[config.mk]
export PLATFORM = sky130hd
export DESIGN_NAME = json_string_unescape
export DESIGN_NICKNAME = d
export VERILOG_FILES = /design/src/hw/rtl/jsu_pkg.sv /design/src/hw/rtl/jsu_decode.sv /design/src/hw/rtl/jsu_emit.sv /design/src/hw/rtl/json_string_unescape.sv
export VERILOG_INCLUDE_DIRS = /design/src /design/src/hw/rtl
export SDC_FILE = /design/constraint.sdc
export NUM_CORES = 1
export LEC_CHECK = 0
export BUFFER_PORTS_ARGS = -buffer_cell sky130_fd_sc_hd__buf_4
export CORE_ASPECT_RATIO = 0.6
export CORE_MARGIN = 1.5
export CORE_UTILIZATION = 60
export DETAILED_ROUTE_END_ITERATION = 6
export PLACE_DENSITY = 0.79
export SLEW_MARGIN = 30
export SYNTH_ARGS = -nofsm -noshare
export SYNTH_HDL_FRONTEND = slang
export SYNTH_SLANG_ARGS = --single-unit
[constraint.sdc]
create_clock -name clk -period 4.2 [get_ports clk]
set_input_delay 0.21 -clock clk [delete_from_list [all_inputs] [get_ports clk]]
set_output_delay 0.21 -clock clk [all_outputs]
set_load 0.005 [all_outputs]
[src/hw/rtl/json_string_unescape_assert.svh]
// Assertion macros used by the JSON string unescape RTL.
`ifndef JSON_STRING_UNESCAPE_ASSERT_SVH
`define JSON_STRING_UNESCAPE_ASSERT_SVH

// Condition holds at every clock edge out of reset.
`define JSU_CHECK(lbl, cond, msg) \
  lbl: assert property (@(posedge clk) disable iff (rst) (cond)) else $error(msg);

// Antecedent implies consequent in the same cycle.
`define JSU_IMPLY(lbl, ante, cons, msg) \
  lbl: assert property (@(posedge clk) disable iff (rst) (ante) |-> (cons)) else $error(msg);

// Antecedent implies consequent in the next cycle.
`define JSU_NEXT(lbl, ante, cons, msg) \
  lbl: assert property (@(posedge clk) disable iff (rst) (ante) |=> (cons)) else $error(msg);

`endif

[src/hw/rtl/jsu_pkg.sv]
// Types, constants and helpers for the JSON string unescape block.
`timescale 1ns / 1ps
`default_nettype none

package jsu_pkg;

  localparam int MAX_RESULTS = 4;

  typedef enum logic [1:0] {
    MODE_PLAIN = 2'd0,
    MODE_ESC   = 2'd1,
    MODE_HEX   = 2'd2
  } mode_t;

  localparam logic [1:0] ST_BYTE   = 2'd0;
  localparam logic [1:0] ST_CLOSED = 2'd1;
  localparam logic [1:0] ST_UNTERM = 2'd2;

  localparam logic [7:0] CH_QUOTE     = 8'h22;
  localparam logic [7:0] CH_BACKSLASH = 8'h5C;
  localparam logic [7:0] CH_B         = 8'h62;
  localparam logic [7:0] CH_F         = 8'h66;
  localparam logic [7:0] CH_N         = 8'h6E;
  localparam logic [7:0] CH_R         = 8'h72;
  localparam logic [7:0] CH_T         = 8'h74;
  localparam logic [7:0] CH_U         = 8'h75;

  typedef struct packed {
    logic [7:0] data;
    logic [1:0] status;
  } result_t;

  // All results caused by one input word.
  typedef struct packed {
    logic [2:0]                count;
    result_t [MAX_RESULTS-1:0] res;
  } result_set_t;

  // Returns {is_hex, value}.
  function automatic logic [4:0] hex_digit(input logic [7:0] b);
    logic [4:0] r;
    r = 5'd0;
    if (b >= 8'h30 && b <= 8'h39) begin
      r = {1'b1, b[3:0]};
    end else if ((b >= 8'h61 && b <= 8'h66) || (b >= 8'h41 && b <= 8'h46)) begin
      r = {1'b1, b[3:0] + 4'd9};
    end
    return r;
  endfunction

endpackage

`default_nettype wire

[src/hw/rtl/jsu_decode.sv]
// Input register, escape state and combinational decode of one source byte.
`timescale 1ns / 1ps
`default_nettype none

module jsu_decode (
  input  wire logic                clk,
  input  wire logic                rst,
  input  wire logic                src_valid,
  output logic                     src_stall,
  input  wire logic [7:0]          byte_in,
  input  wire logic                end_of_text,
  input  wire logic                free,
  output logic                     load,
  output jsu_pkg::result_set_t     set
);
  import jsu_pkg::*;

  logic        in_vld;
  logic [7:0]  in_byte;
  logic        in_eot;

  mode_t       mode, mode_next;
  logic [2:0]  hex_count, hex_count_next;
  logic [15:0] code_point, code_point_next;

  logic [4:0]  digit;
  logic        is_digit;
  logic [15:0] cp_digit, cp_sel;
  logic [1:0]  u_n;
  logic [7:0]  u_byte [3];
  logic        p_emit, p_esc, p_clear;
  result_t     p_res;

  assign src_stall = in_vld && !free;
  assign load      = in_vld && free;

  always_ff @(posedge clk) begin
    if (rst) begin
      in_vld <= 1'b0;
    end else if (!src_stall) begin
      in_vld <= src_valid;
    end
  end

  always_ff @(posedge clk) begin
    if (src_valid && !src_stall) begin
      in_byte <= byte_in;
      in_eot  <= end_of_text;
    end
  end

  always_ff @(posedge clk) begin
    if (rst) begin
      mode       <= MODE_PLAIN;
      hex_count  <= 3'd0;
      code_point <= 16'd0;
    end else if (load) begin
      mode       <= mode_next;
      hex_count  <= hex_count_next;
      code_point <= code_point_next;
    end
  end

  always_comb begin
    digit    = hex_digit(in_byte);
    is_digit = !in_eot && digit[4] && (hex_count < 3'd4);
    cp_digit = {code_point[11:0], digit[3:0]};
    cp_sel   = (mode == MODE_HEX && is_digit) ? cp_digit : code_point;
  end

  // UTF-8 encode of the code point, 1 to 3 bytes.
  always_comb begin
    u_byte[0] = 8'd0;
    u_byte[1] = 8'd0;
    u_byte[2] = 8'd0;
    if (cp_sel < 16'd128) begin
      u_n       = 2'd1;
      u_byte[0] = cp_sel[7:0];
    end else if (cp_sel < 16'd2048) begin
      u_n       = 2'd2;
      u_byte[0] = 8'hC0 | {3'd0, cp_sel[10:6]};
      u_byte[1] = 8'h80 | {2'd0, cp_sel[5:0]};
    end else begin
      u_n       = 2'd3;
      u_byte[0] = 8'hE0 | {4'd0, cp_sel[15:12]};
      u_byte[1] = 8'h80 | {2'd0, cp_sel[11:6]};
      u_byte[2] = 8'h80 | {2'd0, cp_sel[5:0]};
    end
  end

  // Handling of a byte outside any escape.
  always_comb begin
    p_emit  = 1'b1;
    p_esc   = 1'b0;
    p_clear = 1'b0;
    p_res   = '{data: in_byte, status: ST_BYTE};
    if (in_eot) begin
      p_res   = '{data: 8'd0, status: ST_UNTERM};
      p_clear = 1'b1;
    end else if (in_byte == CH_QUOTE) begin
      p_res   = '{data: 8'd0, status: ST_CLOSED};
      p_clear = 1'b1;
    end else if (in_byte == CH_BACKSLASH) begin
      p_emit = 1'b0;
      p_esc  = 1'b1;
    end
  end

  always_comb begin
    set             = '0;
    mode_next       = mode;
    hex_count_next  = hex_count;
    code_point_next = code_point;
    unique case (mode)
      MODE_ESC: begin
        if (in_eot) begin
          set.count       = 3'd1;
          set.res[0]      = '{data: 8'd0, status: ST_UNTERM};
          mode_next       = MODE_PLAIN;
          hex_count_next  = 3'd0;
          code_point_next = 16'd0;
        end else begin
          mode_next = MODE_PLAIN;
          set.count = 3'd1;
          case (in_byte)
            CH_B:    set.res[0] = '{data: 8'h08, status: ST_BYTE};
            CH_F:    set.res[0] = '{data: 8'h0C, status: ST_BYTE};
            CH_N:    set.res[0] = '{data: 8'h0A, status: ST_BYTE};
            CH_R:    set.res[0] = '{data: 8'h0D, status: ST_BYTE};
            CH_T:    set.res[0] = '{data: 8'h09, status: ST_BYTE};
            CH_U: begin
              set.count       = 3'd0;
              mode_next       = MODE_HEX;
              hex_count_next  = 3'd0;
              code_point_next = 16'd0;
            end
            default: set.res[0] = '{data: in_byte, status: ST_BYTE};
          endcase
        end
      end
      MODE_HEX: begin
        if (is_digit && hex_count != 3'd3) begin
          code_point_next = cp_digit;
          hex_count_next  = hex_count + 3'd1;
        end else begin
          // Flush the code point; a non-digit then goes through plain handling.
          for (int i = 0; i < 3; i++) begin
            if (i < int'(u_n)) begin
              set.res[i] = '{data: u_byte[i], status: ST_BYTE};
            end
          end
          set.count       = {1'b0, u_n};
          mode_next       = MODE_PLAIN;
          hex_count_next  = 3'd0;
          code_point_next = 16'd0;
          if (!is_digit) begin
            if (p_emit) begin
              set.res[u_n] = p_res;
              set.count    = {1'b0, u_n} + 3'd1;
            end
            if (p_esc) begin
              mode_next = MODE_ESC;
            end
          end
        end
      end
      default: begin
        set.count  = {2'd0, p_emit};
        set.res[0] = p_res;
        if (p_esc) begin
          mode_next = MODE_ESC;
        end
        if (p_clear) begin
          mode_next       = MODE_PLAIN;
          hex_count_next  = 3'd0;
          code_point_next = 16'd0;
        end
      end
    endcase
  end

endmodule

`default_nettype wire

[src/hw/rtl/jsu_emit.sv]
// Result register: holds the decoded words of one input and hands them out in order.
`timescale 1ns / 1ps
`default_nettype none

module jsu_emit (
  input  wire logic                clk,
  input  wire logic                rst,
  input  wire logic                load,
  input  wire jsu_pkg::result_set_t set,
  output logic                     free,
  output logic                     res_valid,
  input  wire logic                res_stall,
  output logic [7:0]               byte_out,
  output logic [1:0]               status,
  output logic                     last
);
  import jsu_pkg::*;

  `include "json_string_unescape_assert.svh"

  result_t    ent [MAX_RESULTS];
  logic [2:0] rem, rem_next;
  logic       pop;

  assign res_valid = (rem != 3'd0);
  assign pop       = res_valid && !res_stall;
  // Take a new set once the final word of the current one leaves.
  assign free      = (rem == 3'd0) || (rem == 3'd1 && pop);
  assign byte_out  = ent[0].data;
  assign status    = ent[0].status;
  assign last      = (rem == 3'd1);

  always_comb begin
    rem_next = rem;
    if (load) begin
      rem_next = set.count;
    end else if (pop) begin
      rem_next = rem - 3'd1;
    end
  end

  always_ff @(posedge clk) begin
    if (rst) begin
      rem <= 3'd0;
    end else begin
      rem <= rem_next;
    end
  end

  always_ff @(posedge clk) begin
    if (load) begin
      for (int i = 0; i < MAX_RESULTS; i++) begin
        ent[i] <= set.res[i];
      end
    end else if (pop) begin
      // Advance the queue by one word.
      for (int i = 0; i < MAX_RESULTS - 1; i++) begin
        ent[i] <= ent[i+1];
      end
    end
  end

  `JSU_CHECK(a_rem_range, rem <= 3'd4, "result count out of range")
  `JSU_IMPLY(a_load_free, load, rem == 3'd0 || (rem == 3'd1 && pop), "load over pending words")
  `JSU_NEXT(a_more_follow, res_valid && !last, res_valid, "set ended before last word")
  `JSU_NEXT(a_pop_count, pop && !load, rem == $past(rem) - 3'd1, "pop did not retire one word")

endmodule

`default_nettype wire

[src/hw/rtl/json_string_unescape.sv]
// Top level of the JSON string unescape block.
// An accepted byte passes through the input register and then the result register before its first result shows.
// Throughput: 1 byte per cycle when each byte gives at most one result and the receiver does
// not stall; a byte that gives more results holds the input while the result register drains.
// Reset: synchronous, active high; clears escape state and both valid stages.
`timescale 1ns / 1ps
`default_nettype none

module json_string_unescape (
  input  wire logic       clk,
  input  wire logic       rst,
  input  wire logic       src_valid,
  output logic            src_stall,
  input  wire logic [7:0] byte_in,
  input  wire logic       end_of_text,
  output logic            res_valid,
  input  wire logic       res_stall,
  output logic [7:0]      byte_out,
  output logic [1:0]      status,
  output logic            last
);
  import jsu_pkg::*;

  result_set_t set;
  logic        load;
  logic        free;

  jsu_decode u_decode (
    .clk         (clk),
    .rst         (rst),
    .src_valid   (src_valid),
    .src_stall   (src_stall),
    .byte_in     (byte_in),
    .end_of_text (end_of_text),
    .free        (free),
    .load        (load),
    .set         (set)
  );

  jsu_emit u_emit (
    .clk       (clk),
    .rst       (rst),
    .load      (load),
    .set       (set),
    .free      (free),
    .res_valid (res_valid),
    .res_stall (res_stall),
    .byte_out  (byte_out),
    .status    (status),
    .last      (last)
  );

endmodule

`default_nettype wire

---- After elaboration in Yosys (flattened, before gate mapping) ----
Memory sizes are Yosys's and may differ from the RTL's.
Cells that the tools add are included.
word-level totals
  memories ................................ 1
  input bits .............................. 13
  output and inout bits ................... 13
  RAM bits ................................ 40
  bits in read-only memories .............. 0
  flip-flop bits (word level) ............. 34
  latch bits .............................. 0
  logic and storage cells ................. 138
memory list
  memory      words  bits a word  read ports  clocked after memory_dff  wr ports  RTL line        RTL
  u_emit.ent  4      10           4           0                         4         jsu_emit.sv:21  result_t ent [MAX_RESULTS];
operators by class
  bitwise logic cells ..................... 3
  multiply operators ...................... 0
  shift-type cells ........................ 0
  div/mod/pow operators ................... 0
  order comparisons ....................... 14
  $add $sub $neg .......................... 4
  reduce and logical (&&, ||, !) cells .... 26
  equal/unequal tests ..................... 14
  multiplexer cells ....................... 69
operators by type and width
  cell                                                                                  count
  10-bit 2-to-1 mux                                                                     16
  43-bit 2-to-1 mux                                                                     3
  16-bit 2-to-1 mux                                                                     6
  10-bit case mux with 6 select lines                                                   1
  8-bit by 7-bit equality test with 1-bit output (second input constant)                7
  40-bit bitwise mux                                                                    1
  16-bit case mux with 2 select lines                                                   1
  30-bit 2-to-1 mux                                                                     1
  3-bit 2-to-1 mux                                                                      7
  10-bit demux with 2-bit select                                                        1
  10-bit case mux with 2 select lines                                                   1
  1-bit 2-to-1 mux                                                                      17
  8-bit by 7-bit greater-or-equal comparator with 1-bit output (second input constant)  2
  8-bit by 7-bit <= comparator with 1-bit output (second input constant)                2
  16-bit by 12-bit less-than comparator with 1-bit output (second input constant)       1
  16-bit by 8-bit less-than comparator with 1-bit output (second input constant)        1
  8-bit 2-to-1 mux                                                                      2
  14-bit 2-to-1 mux                                                                     1
  1-bit logical AND                                                                     13
  2-bit 2-to-1 mux                                                                      6
  3-bit case mux with 2 select lines                                                    2
  5-bit 2-to-1 mux                                                                      2
  8-bit by 6-bit equality test with 1-bit output (second input constant)                1
  8-bit by 6-bit greater-or-equal comparator with 1-bit output (second input constant)  1
  other kinds (24)                                                                      34

---- Logic depth before layout (Yosys ltp) ----
Gate-level depths: netlist of run 1.
  depth in word-level cells ............... 22
  depth in mapped cells ................... 11
  mapped depth without buffers ............ 9

---- Hierarchy ----
From an unflattened synthesis of run 1, not the netlist that was laid out.
second synthesis, totals
  cell total of the unflattened synthesis .. 461
  area, all modules ....................... 4580.6 sq um
modules (own cells, without submodules)
  module      cells each  times used  area each (sq um)
  jsu_decode  359         1           2786.4
  jsu_emit    102         1           1794.2

---- Worst setup path after synthesis of run 1 ----
Ideal clock, no wire load.
  kind .................................... reg2reg
  from .................................... register u_decode.in_byte[0]
  to ...................................... memory u_emit.ent[0][13] in the netlist's numbering (data pin)
  path slack .............................. 1.494 ns
  path buffers ............................ 0
  stages on the path, launching flop included .. 10
  required time ........................... 4.049 ns
  setup time .............................. 0.151 ns
  arrival time ............................ 2.555 ns
  cells stage by stage .................... edfxtp_1 -> inv_1 -> ha_1 -> o21bai_1 -> a21oi_2 -> a41oi_4 -> nand3b_4 -> mux2i_2 -> mux4_2 -> o211ai_2
RTL lines
  what                      RTL line          RTL
  start: declaration        jsu_decode.sv:19  logic [7:0] in_byte;
  start signal: assignment  jsu_decode.sv:47  in_byte <= byte_in;
  end: declaration          jsu_emit.sv:21

==> flow_summary_export.csv, run 1 <==
group,metric,value,unit
logic_synthesis,ys_types,68,
grt,antenna_found_initial,0,
final_layout,fin_util,0.683,
power_and_ir_drop,switching_share,0.328,
grt,grt_first_pass_wirelength,19700,um
place,placed_cell_area,0.00469,mm2
final_layout,drive_gt1_frac,0.146,
clock_tree,clock_latency,0.35,ns
logic_synthesis,synth_edf_count,49,
setup_path,path_buf_inv,2,
flow_run,drv_cap,0,
clock_tree,cts.clk_slew.worst_paths,0.06,ns
setup_path,cp_top_family,"compound AO/OA/AOI/OAI gates",
timing,slew_violations,0,
logic_synthesis,synth_seq_cells,74,
grt,grt_pass1_vias,3576,
final_layout,nNetsFinal,513,
power_and_ir_drop,leakage,0.00189,uW
power_and_ir_drop,power_frac_seq,0.430,
final_layout,fillerInstances,589,
detailed_routing,drcViolationCount,0,
timing,rsz0062_at_grt,"no",
clock_tree,cts_hold_buf,0,
logic_synthesis,syn_inst,485,
clock_tree,cts_inserted_buffers,9,
power_and_ir_drop,p_int,1730,uW
floorplanning,die_w,115,um
grt,track_usage,0.328,
grt,grt-ovfl-total,0,
power_and_ir_drop,power_frac_comb,0.262,
logic_synthesis,syn_area,0.00453,mm2
logic_synthesis,syn_avg_cell_area,9.34,um2
floorplanning,io_pins,26,
setup_path,cpPeakStageDelay,0.57,ns
timing,finalSetupTns,0,ns
setup_path,r2r-end,"u_emit.ent[0][26]",
setup_path,cp_max_fo,22,
timing,finClkSkew,0.00736,ns
detailed_routing,drtIter0Drc,697,
detailed_routing,wirelength,12600,um
logic_synthesis,yosysWarnings,0,
clock_tree,root_buffer,"clkbuf_16",
logic_synthesis,synthFlopType,"edfxtp_1",
floorplanning,core_area,0.00730,mm2
setup_path,ff2ff_path_depth,10,
place,port_buffers,25,
setup_path,reg2reg_slack,0.90,ns
logic_synthesis,yosysTopAreaCell,"edfxtp_1",
detailed_routing,vias_per_cell,6.56,
worst_hold_path,min_to,"u_decode.in_byte[2]",
setup_path,cp.required,4.38,ns
logic_synthesis,yosysMostFrequentCell,"nand2_1",
grt,grt_start_max_net_pins,31,
setup_path,critPathArrivalTime,3.48,ns
timing,setup_viol,0,
place,dp_hpwl,9100,um
setup_path,r2r-start,"u_decode.in_byte[1]",
worst_hold_path,holdPathStages,1,
detailed_routing,ant_nets,0,
logic_synthesis,syn_nets,509,
floorplanning,die_y,70.3,um
timing,worst_pin_slew,1.02,ns
clock_tree,post_cts_buffers,0,
logic_synthesis,yosys-top-cells-count,"nand2_1 (68), nor2_1 (61), edfxtp_1 (49), a21oi_1 (31), dfxtp_1 (25)",
detailed_routing,wl_per_cell,21.0,um
final_layout,syn_to_final_growth,10.1,%
final_layout,design_area,0.00499,mm2
setup_path,crit_type,"flop to flop",
setup_path,critPathLaunchType,"flop",
power_and_ir_drop,power_density,516,mW/mm2
power_and_ir_drop,clockPowerShare,0.308,
logic_synthesis,synth.area.top_cells,"edfxtp_1 (32%), dfxtp_1 (11%), nand2_1 (5.6%)",
place,dp.cells,582,
setup_path,critical-path-slowest-cell,"edfxtp_1",
logic_synthesis,async_flop_share,0,
place,place_congestion,0.933,
setup_path,crit_path_end_kind,"flop",
clock_tree,cts_buffer_depth,2,
timing,finalCritPeriodShare,0.786,
timing,period_needed,3.30,ns
logic_synthesis,seq_area_frac_synth,0.435,
floorplanning,die_area,0.00810,mm2
clock_tree,cts_tree,"yes",
power_and_ir_drop,ir_drop,0.445,mV
final_layout,instances_no_fill,598,
detailed_routing,vias,3920,
worst_hold_path,hold_start,"byte_in[2]",
final_layout,diodes,0,
clock_tree,cts_num_sinks,74,
floorplanning,fp-row-count,24,
worst_hold_path,min_path_type,"primary input to flop",
setup_path,cp_cell_sequence,"inv_1 > ha_1 > o21bai_1 > a21oi_2 > a41oi_4 > nand3b_4 > buf_4 > mux2i_1 > nand2_1 > o221ai_1",
timing,max_freq,303,MHz
floorplanning,initial_core_util,0.621,
clock_tree,htree_levels,3,
timing,slew_headroom,0.317,
detailed_routing,first_pass_iters,6,
power_and_ir_drop,switching_power,845,uW
clock_tree,cts_resized,0,
logic_synthesis,yosysTopAreaCellShare,0.325,
timing,finalHoldViolCount,0,
status,status,"complete, no violations",
stage by stage:
step	setup slack (ns)	power [uW]	hold slack (ns)
after CTS	0.956	2560	0.0326
after global routing	0.691	2680	0.0322
after floorplan	1.49	1570	0.309
final	0.898	2570	0.0388
after detailed placement	0.993	1780	0.390
after global placement	1.12	1760	0.389
metal layers:
layer  track usage  up-vias  share of wire
li1              -     1790              -
met1         0.494     1862           0.44
met2         0.441      242           0.41
met3         0.118       26           0.14
met4        0.0864        0          0.013
met5             0        -              0
registers in the layout, summed over array words and instances, names as in the netlist:
register	count
u_decode.code_point	16
u_decode.hex_count	3
u_decode.in_byte	8
u_decode.in_eot	1
u_decode.in_vld	1
u_decode.mode	2
u_emit.ent	40
u_emit.rem	3
power by group through the flow:
stage	sequential, uW	clock [uW]	combinational, uW
4_1_cts	1100	792	664
3_3_place_gp	1110	0	646
6_report	1110	794	675
5_1_grt	1120	820	738
3_5_place_dp	1120	0	661
2_1_floorplan	1070	0	495
logic make-up (layout without fill, tap and decap cells):
family,count (synthesis),count (layout),synth area share
DFF,74,74,0.435
xor gates and xnor gates,3,3,0.00580
and+or+nand+nor,184,184,0.197
buffers and inverters,60,69,0.0646
adders and majority gates,11,11,0.0304
AOI/OAI and AO/OA,130,130,0.209
muxes,23,23,0.0572
layout make-up:
type,instances,area [um2],share of cell area
multi-input combinational,351,2260,0.454
sequential,74,1970,0.395
timing repair buffer,32,240,0.0482
clock buffer,9,225,0.0452
tap,104,130,0.0261
inverter,21,78.8,0.0158
clock inverter,7,76.3,0.0153
how the worst max path moves through the flow:
| stage | from | end | cells after the start |
|---|---|---|---|
| 4_1_cts | u_decode.in_byte[1] | u_emit.ent[0][13] | 9 |
| 6_report | u_decode.in_byte[1] | u_emit.ent[0][26] | 10 |
| 2_1_floorplan | u_decode.in_byte[0] | u_emit.ent[0][13] | 9 |
| 5_1_grt | u_decode.in_byte[0] | u_emit.ent[0][26] | 10 |
| 3_5_place_dp | u_decode.in_byte[1] | u_emit.ent[0][26] | 10 |
| 3_3_place_gp | u_decode.in_byte[1] | u_emit.ent[0][13] | 9 |
cells in the final DEF, fill, tap and decap left out, drive strengths merged, types with 7 or more instances in the layout:
| master | count |
|---|---|
| nand2 | 68 |
| a22oi | 18 |
| o21ai | 13 |
| nand3 | 8 |
| nor2b | 11 |
| dfxtp | 25 |
| buf | 32 |
| clkbuf | 9 |
| a21oi | 32 |
| inv | 23 |
| o221ai | 7 |
| mux2 | 7 |
| o31ai | 7 |
| ha | 11 |
| o211ai | 8 |
| nor2 | 61 |
| edfxtp | 49 |
| mux2i | 15 |
(Power assumes the default switching activity.)
==> run 2: changes to the inputs <==
- clock period: 4.2 -> 3.2 ns (I/O delays scaled with it)
==> run 2 against run 1 <==
Net effect:
- combinational power increased by 39%
- final cell count grew 4.2%
- die area unchanged
- largest power group unchanged
==> flow_summary_export.csv, run 2 (same netlist as run 1, synthesis figures left out) <==
group,metric,value,unit
worst_hold_path,min_path_type,"primary input to flop",
detailed_routing,vias_per_cell,6.61,
timing,finalHoldViolCount,0,
grt,antenna_found_initial,0,
detailed_routing,vias,4119,
floorplanning,die_w,115,um
grt,grt-ovfl-total,0,
clock_tree,clock_latency,0.35,ns
setup_path,ff2ff_path_depth,9,
final_layout,top_register,"u_emit.ent",
grt,grt_pass1_vias,3700,
power_and_ir_drop,ir_drop,0.540,mV
setup_path,cp.required,3.35,ns
timing,hold_ws,0.0315,ns
setup_path,critPathArrivalTime,3.24,ns
timing,setup_viol,0,
place,place_congestion,0.982,
floorplanning,initial_core_util,0.621,
grt,grt_first_pass_wirelength,20700,um
timing,worst_pin_slew,0.788,ns
place,port_buffers,25,
final_layout,reg_top3,"u_emit.ent: 40 flops, u_decode.code_point: 16 flops, u_decode.in_byte: 8 flops",
flow_run,drv_cap,0,
detailed_routing,drcViolationCount,0,
final_layout,fin_util,0.716,
final_layout,final_cell_mix,"nand2_1 (68), nor2_1 (60), edfxtp_1 (49)",
setup_path,crit_path_end_kind,"flop",
timing,period_needed,3.09,ns
detailed_routing,drtIter0Drc,670,
grt,grt_start_max_net_pins,36,
setup_path,reg2reg_slack,0.11,ns
timing,finalSetupTns,0,ns
final_layout,nNetsFinal,538,
floorplanning,core_area,0.00730,mm2
floorplanning,io_pins,26,
detailed_routing,wirelength,13300,um
setup_path,crit_type,"flop to flop",
power_and_ir_drop,power,3500,uW
clock_tree,cts.clk_slew.worst_paths,0.06,ns
timing,finClkSkew,0.00734,ns
detailed_routing,wl_per_cell,21.4,um
worst_hold_path,holdPathStages,3,
floorplanning,fp-row-count,24,
timing,finalCritPeriodShare,0.964,
detailed_routing,first_pass_iters,5,
clock_tree,cts_buffer_depth,2,
timing,slew_violations,0,
grt,track_usage,0.345,
floorplanning,die_y,70.3,um
power_and_ir_drop,power_density,671,mW/mm2
clock_tree,htree_levels,3,
place,dp_hpwl,9650,um
floorplanning,die_area,0.00810,mm2
setup_path,r2r-start,"u_decode.in_byte[0]",
setup_path,crit_path_end,"u_emit.ent[0][25]",
final_layout,diodes,0,
clock_tree,cts_tree,"yes",
detailed_routing,ant_nets,0,
final_layout,final_common_cell,"nand2_1",
final_layout,drive_gt1_frac,0.170,
clock_tree,cts_inserted_buffers,9,
status,status,"complete, no violations",
setup_path,critPathLaunchType,"flop",
clock_tree,root_buffer,"clkbuf_16",
final_layout,syn_to_final_growth,15.3,%
power_and_ir_drop,leakage,0.00202,uW
timing,rsz0062_at_grt,"no",
setup_path,cp_max_fo,9,
final_layout,largest_reg_flops,40,
setup_path,r2r-end,"u_emit.ent[0][25]",
setup_path,startpoint,"u_decode.in_byte[0]",
timing,slew_headroom,0.475,
timing,max_freq,324,MHz
clock_tree,cts_num_sinks,74,
[run 2: cell types whose count changed in the layout (fill, tap and decap cells not counted)]
cell           change
clkinv_1           +1
buf_4             +16
clkinv_2           -1
dlygate4sd3_1      +9
nor2_1             -1
bufinv_16          +1
inv_6              +1
nor2_2             +1
clkinvlp_4         -2
[run 2: how the worst min path moves through the flow]
| stage | to | start | slack, ns |
|---|---|---|---|
| final | u_decode.in_vld | src_valid | 0.03 |
| after global routing | u_decode.in_vld | src_valid | 0.04 |
| after detailed placement | u_decode.in_byte[7] | byte_in[7] | 0.34 |
| after floorplan | u_decode.in_byte[0] | byte_in[0] | 0.26 |
| after global placement | u_decode.in_eot | end_of_text | 0.34 |
| after CTS | u_decode.in_vld | src_valid | 0.03 |
[run 2: power by group]
part	internal, uW	switching, uW	leakage, uW
registers	1340	115	0.000680
logic	356	583	0.00118
clock network	689	419	0.000158
total	2380	1120	0.00202
[run 2: critical path, cell delays in order (launching register included)]
cell and delay [ns]:
edfxtp_1 0.43, buf_4 0.18, ha_1 0.24, o21bai_1 0.23, a21oi_2 0.15, a41oi_4 0.33, nand3b_4 0.29, mux2i_1 0.44
nand2_1 0.27, o221ai_1 0.33
[run 2: cell type report]
| cell class | instances | area (um2) |
|---|---|---|
| Clock buffer | 9 | 225 |
| Timing Repair Buffer | 57 | 450 |
| Multi-Input combinational cell | 351 | 2270 |
| Fill cell | 550 | 2070 |
| Clock inverter | 7 | 98.8 |
| Inverter | 21 | 78.8 |
| Tap cell | 104 | 130 |
| Sequential cell | 74 | 1970 |
[run 2: per-layer routing]
metal / global-route usage / vias up / wire length [um] / part of all wire
li1: - / 1829 / - / -
met1: 0.535 / 1984 / 5920 / 0.44
met2: 0.456 / 291 / 5480 / 0.41
met3: 0.114 / 15 / 1770 / 0.13
met4: 0.0878 / 0 / 172 / 0.013
met5: 0 / - / 0 / 0
[run 2: repair_timing]
item / CTS / global route
hold buffers: 9 / 0
endpoints found under the setup margin: 0 / 26
resized for setup: 0 / 1
endpoints found under the hold margin: 9 / 0
setup buffers: 0 / 4
[run 2: metrics by stage]
| step | instance area [um2] | std cells | setup WS, ns |
|---|---|---|---|
| floorplan | 4530 | 485 | 0.494 |
| global placement | 4780 | 594 | 0.158 |
| detailed placement | 4780 | 594 | 0.103 |
| CTS | 5190 | 619 | 0.0843 |
| global route | 5220 | 623 | 0.00149 |
| finish | 5220 | 623 | 0.115 |
